### src/sphere_stamp_volume_max_core_macros.svh
// assertion helpers used by the core's self-checks
`ifndef SPHERE_STAMP_VOLUME_MAX_CORE_MACROS_SVH
`define SPHERE_STAMP_VOLUME_MAX_CORE_MACROS_SVH

// same-cycle implication, sampled on clk, off while arst_n is low
`define SSVM_ASSERT_NOW(name, ante, cons, msg) \
	name: assert property (@(posedge clk) disable iff (!arst_n) (ante) |-> (cons)) \
		else $error(msg);

// next-cycle implication, sampled on clk, off while arst_n is low
`define SSVM_ASSERT_NEXT(name, ante, cons, msg) \
	name: assert property (@(posedge clk) disable iff (!arst_n) (ante) |=> (cons)) \
		else $error(msg);

`endif

### src/ssvm_pkg.sv
`default_nettype none
package ssvm_pkg;

	// command codes of an input transaction
	typedef enum logic [1:0] {
		CMD_STAMP = 2'd0,
		CMD_READ  = 2'd1,
		CMD_WRITE = 2'd2
	} cmd_t;

	// configuration register indexes
	typedef enum logic [2:0] {
		CFG_RADIUS      = 3'd0,
		CFG_STAMP_VALUE = 3'd1,
		CFG_DIM_I       = 3'd2,
		CFG_DIM_J       = 3'd3,
		CFG_DIM_K       = 3'd4
	} cfg_reg_t;

	// controller states
	typedef enum logic [2:0] {
		ST_CLEAR,
		ST_IDLE,
		ST_RUN,
		ST_DRAIN,
		ST_DONE
	} state_t;

	// controller to datapath
	typedef struct packed {
		logic clear;
		logic start;
		logic step;
		logic load_result;
	} ctrl_cmd_t;

	// datapath to controller
	typedef struct packed {
		logic clear_last;
		logic sweep_last;
		logic busy;
	} ctrl_stat_t;

endpackage
`default_nettype wire

### src/ssvm_ctrl.sv
`default_nettype none
module ssvm_ctrl
	import ssvm_pkg::*;
(
	input  wire logic       clk,
	input  wire logic       arst_n,
	input  wire logic       in_valid,
	output logic            in_stall,
	output logic            out_valid,
	input  wire logic       out_stall,
	output ctrl_cmd_t       cmd,
	input  wire ctrl_stat_t stat
);

	state_t state_q, state_d;
	logic   out_valid_q, out_valid_d;

	// state and result flag registers
	always_ff @(posedge clk or negedge arst_n) begin
		if (!arst_n) begin
			state_q     <= ST_CLEAR;
			out_valid_q <= 1'b0;
		end else begin
			state_q     <= state_d;
			out_valid_q <= out_valid_d;
		end
	end

	// next state and commands
	always_comb begin
		state_d  = state_q;
		cmd      = '0;
		in_stall = 1'b1;
		unique case (state_q)
			ST_CLEAR: begin
				cmd.clear = 1'b1;
				if (stat.clear_last) begin
					state_d = ST_IDLE;
				end
			end
			ST_IDLE: begin
				in_stall = 1'b0;
				if (in_valid) begin
					cmd.start = 1'b1;
					state_d   = ST_RUN;
				end
			end
			ST_RUN: begin
				cmd.step = 1'b1;
				if (stat.sweep_last) begin
					state_d = ST_DRAIN;
				end
			end
			ST_DRAIN: begin
				if (!stat.busy) begin
					state_d = ST_DONE;
				end
			end
			ST_DONE: begin
				if (!out_valid_q || !out_stall) begin
					cmd.load_result = 1'b1;
					state_d         = ST_IDLE;
				end
			end
			default: begin
				state_d = ST_IDLE;
			end
		endcase
	end

	// output register holds until the transaction is taken
	always_comb begin
		if (cmd.load_result) begin
			out_valid_d = 1'b1;
		end else if (!out_stall) begin
			out_valid_d = 1'b0;
		end else begin
			out_valid_d = out_valid_q;
		end
	end

	assign out_valid = out_valid_q;

endmodule
`default_nettype wire

### config.mk
export PLATFORM = sky130hd
export DESIGN_NAME = ssvm_ctrl
export DESIGN_NICKNAME = d
export VERILOG_FILES = /design/src/sphere_stamp_volume_max_core_macros.svh /design/src/ssvm_pkg.sv /design/src/ssvm_ctrl.sv
export SDC_FILE = /design/constraint.sdc
export NUM_CORES = 1
export LEC_CHECK = 0
export BUFFER_PORTS_ARGS = -buffer_cell sky130_fd_sc_hd__buf_2
export CAP_MARGIN = 5
export CORE_AREA = 2 2 39 41
export DETAILED_ROUTE_END_ITERATION = 12
export DIE_AREA = 0 0 41 43
export HOLD_SLACK_MARGIN = 0.03
export PLACE_DENSITY = 0.49
export SLEW_MARGIN = 0
export SYNTH_ARGS = -nofsm -noshare
export SYNTH_HDL_FRONTEND = slang
export SYNTH_SLANG_ARGS = --single-unit
export TNS_END_PERCENT = 100
### constraint.sdc
create_clock -name clk -period 2.52 [get_ports clk]
set_input_delay 0.252 -clock clk [delete_from_list [all_inputs] [get_ports clk]]
set_output_delay 0.252 -clock clk [all_outputs]
set_load 0.02 [all_outputs]
After elaboration in Yosys (flattened, before gate mapping)

Cells that the tools add are included.

Register bits after elaboration: 4
Logic and storage cells: 32
Bits of input ports: 7

Reductions and logical operators: 5
Mux-type cells: 15
Equal/unequal tests: 10

Operator list:

| operator             | count |
|---|---|
| $mux W3              | 5 |
| $pmux W3 S5          | 1 |
| $ne A2 B2 Y1 const B | 5 |
| $mux W1              | 9 |
| $eq A3 B2 Y1 const B | 2 |
| $reduce_and A5 Y1    | 1 |
| $eq A3 B1 Y1 const B | 1 |
| $eq A3 B3 Y1 const B | 1 |
| $logic_not A3 Y1     | 1 |
| $logic_not A1 Y1     | 2 |
| $ne A2 B1 Y1 const B | 1 |
| $logic_or A1 B1 Y1   | 1 |

Logic depth before layout (Yosys ltp)

Gate-level depths: netlist (run 1).

Word-level depth: 5
Depth in mapped cells: 4
Depth with buffers taken out: 3

Least setup slack after synthesis (run 1)

No wires, ideal clock.

Kind: register to output
Start point: reg state_q[2]
End point: out cmd[3] in the netlist's numbering
Setup slack: 1330 ps
Stages on the path, launching flop included: 2
Arrival: 938 ps
Path through: dfrtp_1 nor3_1

RTL lines:

| element                | RTL line        | RTL |
|---|---|---|
| start, declared        | ssvm_ctrl.sv:15 | `state_t state_q, state_d;` |
| start signal, assigned | ssvm_ctrl.sv:24 | `state_q <= state_d;` |
| end, declared          | ssvm_ctrl.sv:11 | `output ctrl_cmd_t cmd,` |

==> results of run 1 <==
==> logic make-up after synthesis <==
kind of cell	Yosys count
AOI/OAI and AO/OA	6
buffers and inverters	1
DFF	4
and+or+nand+nor	15
==> timing repair <==
item | 4_1_cts | 5_1_grt
buffers inserted | 0 | 0
hold buffers | 1 | 0
endpoints found under the hold margin | 4 | 0
==> per-stage QoR <==
stage	utilization	worst slack, ns	hold slack [ns]
floorplan	-	1.330	-0.04359
global placement	0.2134	1.251	0.05949
detailed placement	0.2134	1.237	0.06208
CTS	0.2369	0.9885	0.2670
global route	0.2369	0.9029	0.2836
finish	0.2369	0.9989	0.2732
==> synth_stat cells <==
cell type / count
sky130_fd_sc_hd__nand2_1: 5
sky130_fd_sc_hd__dfrtp_1: 4
sky130_fd_sc_hd__nor2_1: 4
sky130_fd_sc_hd__a21oi_1: 2
sky130_fd_sc_hd__a211oi_2: 1
sky130_fd_sc_hd__a21oi_2: 1
sky130_fd_sc_hd__buf_4: 1
sky130_fd_sc_hd__nand2b_1: 1
sky130_fd_sc_hd__nand2b_2: 1
sky130_fd_sc_hd__nand3_1: 1
sky130_fd_sc_hd__nand3b_1: 1
sky130_fd_sc_hd__nor3_1: 1
sky130_fd_sc_hd__o21ai_0: 1
sky130_fd_sc_hd__o22ai_1: 1
sky130_fd_sc_hd__or2_0: 1
==> layout make-up <==
type	count	area, sq um	share of cell area
sequential	4	100.1	0.3053
timing repair buffer	13	70.07	0.2137
tap	16	20.02	0.06107
clock buffer	3	22.52	0.06870
multi-input combinational	21	115.1	0.3511
==> layer usage <==
metal / part of all wire / GRT usage / vias to the layer above
met3: 0.081 / 0.06283 / 0
met4: 0 / 0.06000 / 0
met2: 0.39 / 0.08750 / 11
met5: 0 / 0 / -
li1: - / - / 119
met1: 0.53 / 0.1042 / 98
==> worst paths after layout <==
path                         endpoint  depth (start not counted)
min reg2reg                 out_valid                          2
min in group asynchronous  state_q[2]                          2
min                         out_valid                          3
max                            cmd[0]                          4
max in group asynchronous  state_q[1]                          2
max reg2reg                state_q[0]                          3
==> where the power goes <==
part,switching (mW),internal [mW],leakage (nW)
combinational,0.103,0.0679,0.100
sequential,0.0409,0.0879,0.0507
clock,0.0253,0.0532,0.0138
total,0.169,0.209,0.165
==> flip-flops by register name, indices dropped and copies added (netlist names) <==
name	flops
state_q	3
out_valid	1
==> critical path, stage by stage (launching register included) <==
cell and delay [ns]:
sky130_fd_sc_hd__dfrtp_1 0.45, sky130_fd_sc_hd__nor2_1 0.18, sky130_fd_sc_hd__nand2_1 0.11, sky130_fd_sc_hd__a21oi_1 0.13, sky130_fd_sc_hd__buf_2 0.17
==> results.ini, run 1 <==
[die]
initial_utilization=0.1609
design.die.area_sq_um=1763
design.core.area_sq_um=1384
core.rowCount=14
floorplan.io_pins=13
die_width_microns=41
die_height_microns=43

[placed_design]
gp_congestion=0.6136
detailed_placement_wirelength_estimate_microns=398.2
io_buffers=12
placement.cell_area_sq_um=295.3
cell_total_after_placement=53

[drt]
drt_first_iter_violations=3
drtAntennaViolNets=0
via_density=4.000
wl_microns=533
number_of_vias_in_the_routed_layout=228
detailedRoute.firstPassIterationCount=2
detail_route.drc_violations=0
avgRoutedWirePerCell_microns=9.351

[setup_path]
launching_point_of_the_worst_reg2reg_path=state_q[0]
critPathArrivalTime_ns=1.27
worst_case_register_to_register_setup_slack_ns=1.47
crit_path_end_kind=primary output
crit_path_start_kind=flop
worst-path-max-fanout=7
timing.critical_path.required_ns=2.27
criticalPathCategory=flop to primary output
critical_path.startpoint=state_q[0]

[clock_network]
cts-resized-gates=0
clock_tree.buffer_depth=2
cts_inserted_buffers=3
numClockSinks=4
htreeDepth=1
clock_latency_ns=0.23
cts_tree=built
clk_root_buffer_cell=sky130_fd_sc_hd__clkbuf_4
cts.reportedPaths.clkPinSlew_ns=0.04

[finish]
fillCellCount=161
most_common_library_cell_in_the_layout_ignoring_fill_and_taps=sky130_fd_sc_hd__buf_2
layout_common_cells=sky130_fd_sc_hd__buf_2, sky130_fd_sc_hd__nand2_1, sky130_fd_sc_hd__nor2_1, sky130_fd_sc_hd__dfrtp_1, sky130_fd_sc_hd__clkbuf_4
area_delta_synth_final_pct=47.19
fin_area_sq_um=327.8
n_antenna_cell=0
finish.cell_count_without_fillers=57
final_net_count=50
post_route_cells_drive_above_1_share=0.4390

[yosys]
synthCells=26
yosys.area_share.adder=0
ys_seq_area_frac=0.4494
post_synth_instance_area_sq_um=222.7
synth_register_bits=4
synth_simple_gate_area_share=0.3258
main_combinational_cell_family_by_area_after_synthesis=simple AND/OR/NAND/NOR gates
share_of_the_synthesized_area_in_compound_gates_ao_oa_aoi_oai=0.1910
xor_xnor_share_of_the_synthesized_area=0
muxShareOfSynthArea=0
synth_nets=33
netlist-cell-type-count=15
synth_top_cells_by_area=sky130_fd_sc_hd__dfrtp_1, sky130_fd_sc_hd__nand2_1, sky130_fd_sc_hd__nor2_1, sky130_fd_sc_hd__a211oi_2, sky130_fd_sc_hd__a21oi_1
syn_avg_cell_area_sq_um=8.566
yosys.area.top_type=sky130_fd_sc_hd__dfrtp_1
yosysWarningCount=0
synth_largest_type_area_fraction=0.4494

[timing]
timing.final.crit_period_ns=1.521
slew_violations=0
timing.final.hold_violations=0
finalSetupViolCount=0
tightest_slew_ns=0.2306
finalSetupTns_ns=0
finClkSkew_ns=0.003710
max_clock_freq_mhz=657.4
timing.final.crit_share=0.6036
rsz0062_at_grt=false
relSlewSlack=0.8447

[power]
vdd_drop_max_uv=473.3
power.leakage_nw=0.1647
report.power.total_uw=378.4
power_density_nw_per_um2=1154

[global_routing]
overflow_left_after_global_routing=0
first_global_vias=224
grt_usage=0.08165
grt_start_max_net_pins=9
antenna_found_initial=0
grt_first_pass_wirelength_microns=883

[worst_hold_path]
worstHoldStart=out_stall
timing.hold.worst.class=primary input to flop

[job]
maxCapViolCount=0

[run_status]
run_status=finished, final reports clean

No activity file was read; power rests on OpenSTA's default activity.
==> run 2, diff against run 1 <==
--- a/config.mk
+++ b/config.mk
@@ -5,13 +5,14 @@
 export SDC_FILE = /design/constraint.sdc
 export NUM_CORES = 1
 export LEC_CHECK = 0
+export ABC_AREA = 1
 export BUFFER_PORTS_ARGS = -buffer_cell sky130_fd_sc_hd__buf_2
 export CAP_MARGIN = 5
 export CORE_AREA = 2 2 39 41
 export DETAILED_ROUTE_END_ITERATION = 12
 export DIE_AREA = 0 0 41 43
 export HOLD_SLACK_MARGIN = 0.03
-export PLACE_DENSITY = 0.49
+export PLACE_DENSITY = 0.53
 export SLEW_MARGIN = 0
 export SYNTH_ARGS = -nofsm -noshare
 export SYNTH_HDL_FRONTEND = slang
==> constraint.sdc (replaced) <==
create_clock -name clk -period 1.4 [get_ports clk]
set_input_delay 0.14 -clock clk [delete_from_list [all_inputs] [get_ports clk]]
set_output_delay 0.14 -clock clk [all_outputs]
set_load 0.02 [all_outputs]
==> run 2 against run 1 <==
  * Global-route usage fell by 0.093 points
  * Routed wire length grew 3.4%
  * Synthesized cell count grew 54%
  * Synthesized area rose by 22%
  * Sequential power up 84%
  * Largest power group unchanged
  * Count of clock-buffer cells in the layout stayed put
  * Hold slack lost 0.14 ns
  * Total power is 140% higher
  * Highest routed layer is now met4
==> results.ini, run 2 <==
[timing]
timing.final.crit_share=0.9353
finalSetupTns_ns=0  ; unchanged
finalSetupViolCount=0  ; unchanged
finClkSkew_ns=0.00004230  ; -0.003668 ns
tightest_slew_ns=0.1797  ; -0.05087 ns
max_clock_freq_mhz=763.7
post_layout_worst_setup_margin_ns=0.09058  ; -0.9083 ns
relSlewSlack=0.8801  ; +0.03541
timing.final.crit_period_ns=1.309
slew_violations=0  ; unchanged
rsz0062_at_grt=false
timing.final.hold_violations=0  ; unchanged

[finish]
post_route_cells_drive_above_1_share=0.4286  ; -0.01045
area_delta_synth_final_pct=42.86
n_antenna_cell=0  ; unchanged
final_net_count=65  ; +30%
registers.top_by_ff_count=state_q
most_common_library_cell_in_the_layout_ignoring_fill_and_taps=sky130_fd_sc_hd__buf_2
layout_common_cells=sky130_fd_sc_hd__buf_2, sky130_fd_sc_hd__nand2_1, sky130_fd_sc_hd__inv_1, sky130_fd_sc_hd__nand3_1
largest_reg_flops=3  ; unchanged

[placed_design]
detailed_placement_wirelength_estimate_microns=446.2  ; +12%
gp_congestion=0.6865  ; +12%
preCtsSetupSlack_ns=0.2483  ; -0.9885 ns
io_buffers=12  ; unchanged

[setup_path]
worst-path-max-fanout=5  ; -2
critical-path-max-stage-delay_ns=0.41  ; -0.04 ns
worst_r2r_path_depth=7  ; +4
launching_point_of_the_worst_reg2reg_path=state_q[0]
crit_path_start_kind=flop
critical_path.reg2reg.endpoint=state_q[2]
crit_path_end_kind=primary output
criticalPathCategory=flop to primary output
worst_case_register_to_register_setup_slack_ns=0.18  ; -1.29 ns
worstSetupEndpoint=cmd[2]
timing.critical_path.required_ns=1.26  ; -1.01 ns
cp_cell_sequence=nand3b_2 -> nor2_1 -> buf_2
critical_path.startpoint=state_q[1]
critPathArrivalTime_ns=1.17  ; -0.10 ns
cpMaxStageDelayCell=sky130_fd_sc_hd__dfrtp_1

[yosys]
yosysWarningCount=0  ; unchanged
edff_count_synth=0  ; unchanged
syn_avg_cell_area_sq_um=6.788  ; -21%
synth_top_cells_by_area=sky130_fd_sc_hd__dfrtp_1, sky130_fd_sc_hd__nand3_1, sky130_fd_sc_hd__nand2_1, sky130_fd_sc_hd__inv_1, sky130_fd_sc_hd__nor2_1
post_synth_instance_area_sq_um=271.5  ; +22%
synth_largest_type_area_fraction=0.3687  ; -0.08077
synthCells=40  ; +54%
synth_async_sr_flop_share=1.000  ; unchanged
synth_top_cells_by_count=sky130_fd_sc_hd__nand2_1, sky130_fd_sc_hd__inv_1, sky130_fd_sc_hd__nand3_1
synth-main-ff-cell=sky130_fd_sc_hd__dfrtp_1
synth_nets=47  ; +42%
synth_register_bits=4  ; unchanged
synth_most_common_cell=sky130_fd_sc_hd__nand2_1
yosys.area.top_type=sky130_fd_sc_hd__dfrtp_1
netlist-cell-type-count=11  ; -4
ys_seq_area_frac=0.3687  ; -0.08077

[drt]
detailedRoute.firstPassIterationCount=2  ; unchanged
drtAntennaViolNets=0  ; unchanged
detail_route.drc_violations=0  ; unchanged
avgRoutedWirePerCell_microns=7.653  ; -18%
number_of_vias_in_the_routed_layout=277  ; +21%
drt_first_iter_violations=2  ; -1
via_density=3.847  ; -3.8%
wl_microns=551  ; +3.4%

[die]
design.core.area_sq_um=1384  ; unchanged
design.die.area_sq_um=1763  ; unchanged
die_height_microns=43  ; unchanged
initial_utilization=0.1962  ; +0.03526
floorplan.io_pins=13  ; unchanged
die_width_microns=41  ; unchanged
core.rowCount=14  ; unchanged

[global_routing]
grt_first_pass_wirelength_microns=910  ; +3.1%
antenna_found_initial=0  ; unchanged
grt_start_max_net_pins=7  ; -2
grt_usage=0.08073  ; -0.0009267
first_global_vias=260  ; +16%
overflow_left_after_global_routing=0  ; unchanged

[clock_network]
cts_tree=built
cts_inserted_buffers=3  ; unchanged
clock_latency_ns=0.23  ; about the same
numClockSinks=4  ; unchanged
clock_tree.buffer_depth=2  ; unchanged
clk_root_buffer_cell=sky130_fd_sc_hd__clkbuf_4
cts.reportedPaths.clkPinSlew_ns=0.03  ; about the same
htreeDepth=1  ; unchanged

[worst_hold_path]
timing.hold.worst.class=primary input to flop

[power]
vdd_drop_max_uv=526.5  ; +11%
power_density_nw_per_um2=2306  ; +100%
power.leakage_nw=0.2526  ; +53%

[job]
maxCapViolCount=0  ; unchanged

[run_status]
run_status=finished, final reports clean

==> run 2: cell count changes after synthesis, moves of 2 or more <==
cell,delta
sky130_fd_sc_hd__inv_1,+7
sky130_fd_sc_hd__nand3_1,+6
sky130_fd_sc_hd__nand2_1,+4
sky130_fd_sc_hd__nor2_2,+3
sky130_fd_sc_hd__a21oi_1,-2
==> run 2: what timing repair did <==
action	in CTS	in global routing
hold buffers	1	0
hold endpoints to repair	4	0
endpoints found under the setup margin	0	1
buffers inserted	0	1
resized for setup	0	2
==> run 2: logic make-up after synthesis <==
kind of cell	share of synthesized area
flip-flops	0.3687
AND/OR/NAND/NOR	0.4931
buffers and inverters	0.1383
==> run 2: worst min-delay path by stage <==
stage               from        end  slack [ns]  cells after the start
2_1_floorplan     arst_n  out_valid       -0.16                      0
3_3_place_gp      arst_n  out_valid       -0.05                      1
3_5_place_dp      arst_n  out_valid       -0.05                      1
4_1_cts        out_stall  out_valid        0.14                      3
5_1_grt        out_stall  out_valid        0.17                      3
6_report       out_stall  out_valid        0.14                      3
==> run 2: layout make-up <==
cell class | instances | area (sq um)
Fill cell | 162 | 996.0
Multi-Input combinational cell | 27 | 136.4
Sequential cell | 4 | 101.3
Timing Repair Buffer | 14 | 77.57
Inverter | 8 | 30.03
Clock buffer | 3 | 22.52
Tap cell | 16 | 20.02
==> run 2: worst max-delay path, delay by kind of cell (launching register included) <==
kind,cells,cell delay [ns]
flip-flops,1,0.41
AND/OR/NAND/NOR,2,0.36
buffers and inverters,1,0.17
==> run 2: where the power goes <==
| part | leakage [nW] | switching, mW | internal (mW) | total, mW |
|---|---|---|---|---|
| sequential | 0.0503 | 0.0631 | 0.174 | 0.237 |
| clock | 0.0138 | 0.0397 | 0.0954 | 0.135 |
| combinational | 0.188 | 0.322 | 0.200 | 0.522 |
==> run 2: stage by stage <==
stage | hold slack [ns] | util | power [mW] | cell area, sq um | cells
after detailed placement | -0.05207 | 0.2486 | 0.7292 | 344.1 | 67
after global placement | -0.05222 | 0.2486 | 0.7302 | 344.1 | 67
after floorplan | -0.1556 | - | 0.6046 | 271.5 | 40
after CTS | 0.1358 | 0.2722 | 0.8740 | 376.6 | 71
after global routing | 0.1661 | 0.2803 | 0.9820 | 387.9 | 72
final | 0.1369 | 0.2803 | 0.8945 | 387.9 | 72
==> run 2: metal layers <==
| metal | vias up | global-route usage | part of all wire |
|---|---|---|---|
| met5 | - | 0 | 0 |
| met1 | 118 | 0.06863 | 0.34 |
| met3 | 2 | 0.03141 | 0.069 |
| met4 | 0 | 0.08000 | 0.0073 |
| li1 | 153 | - | - |
| met2 | 4 | 0.1281 | 0.58 |
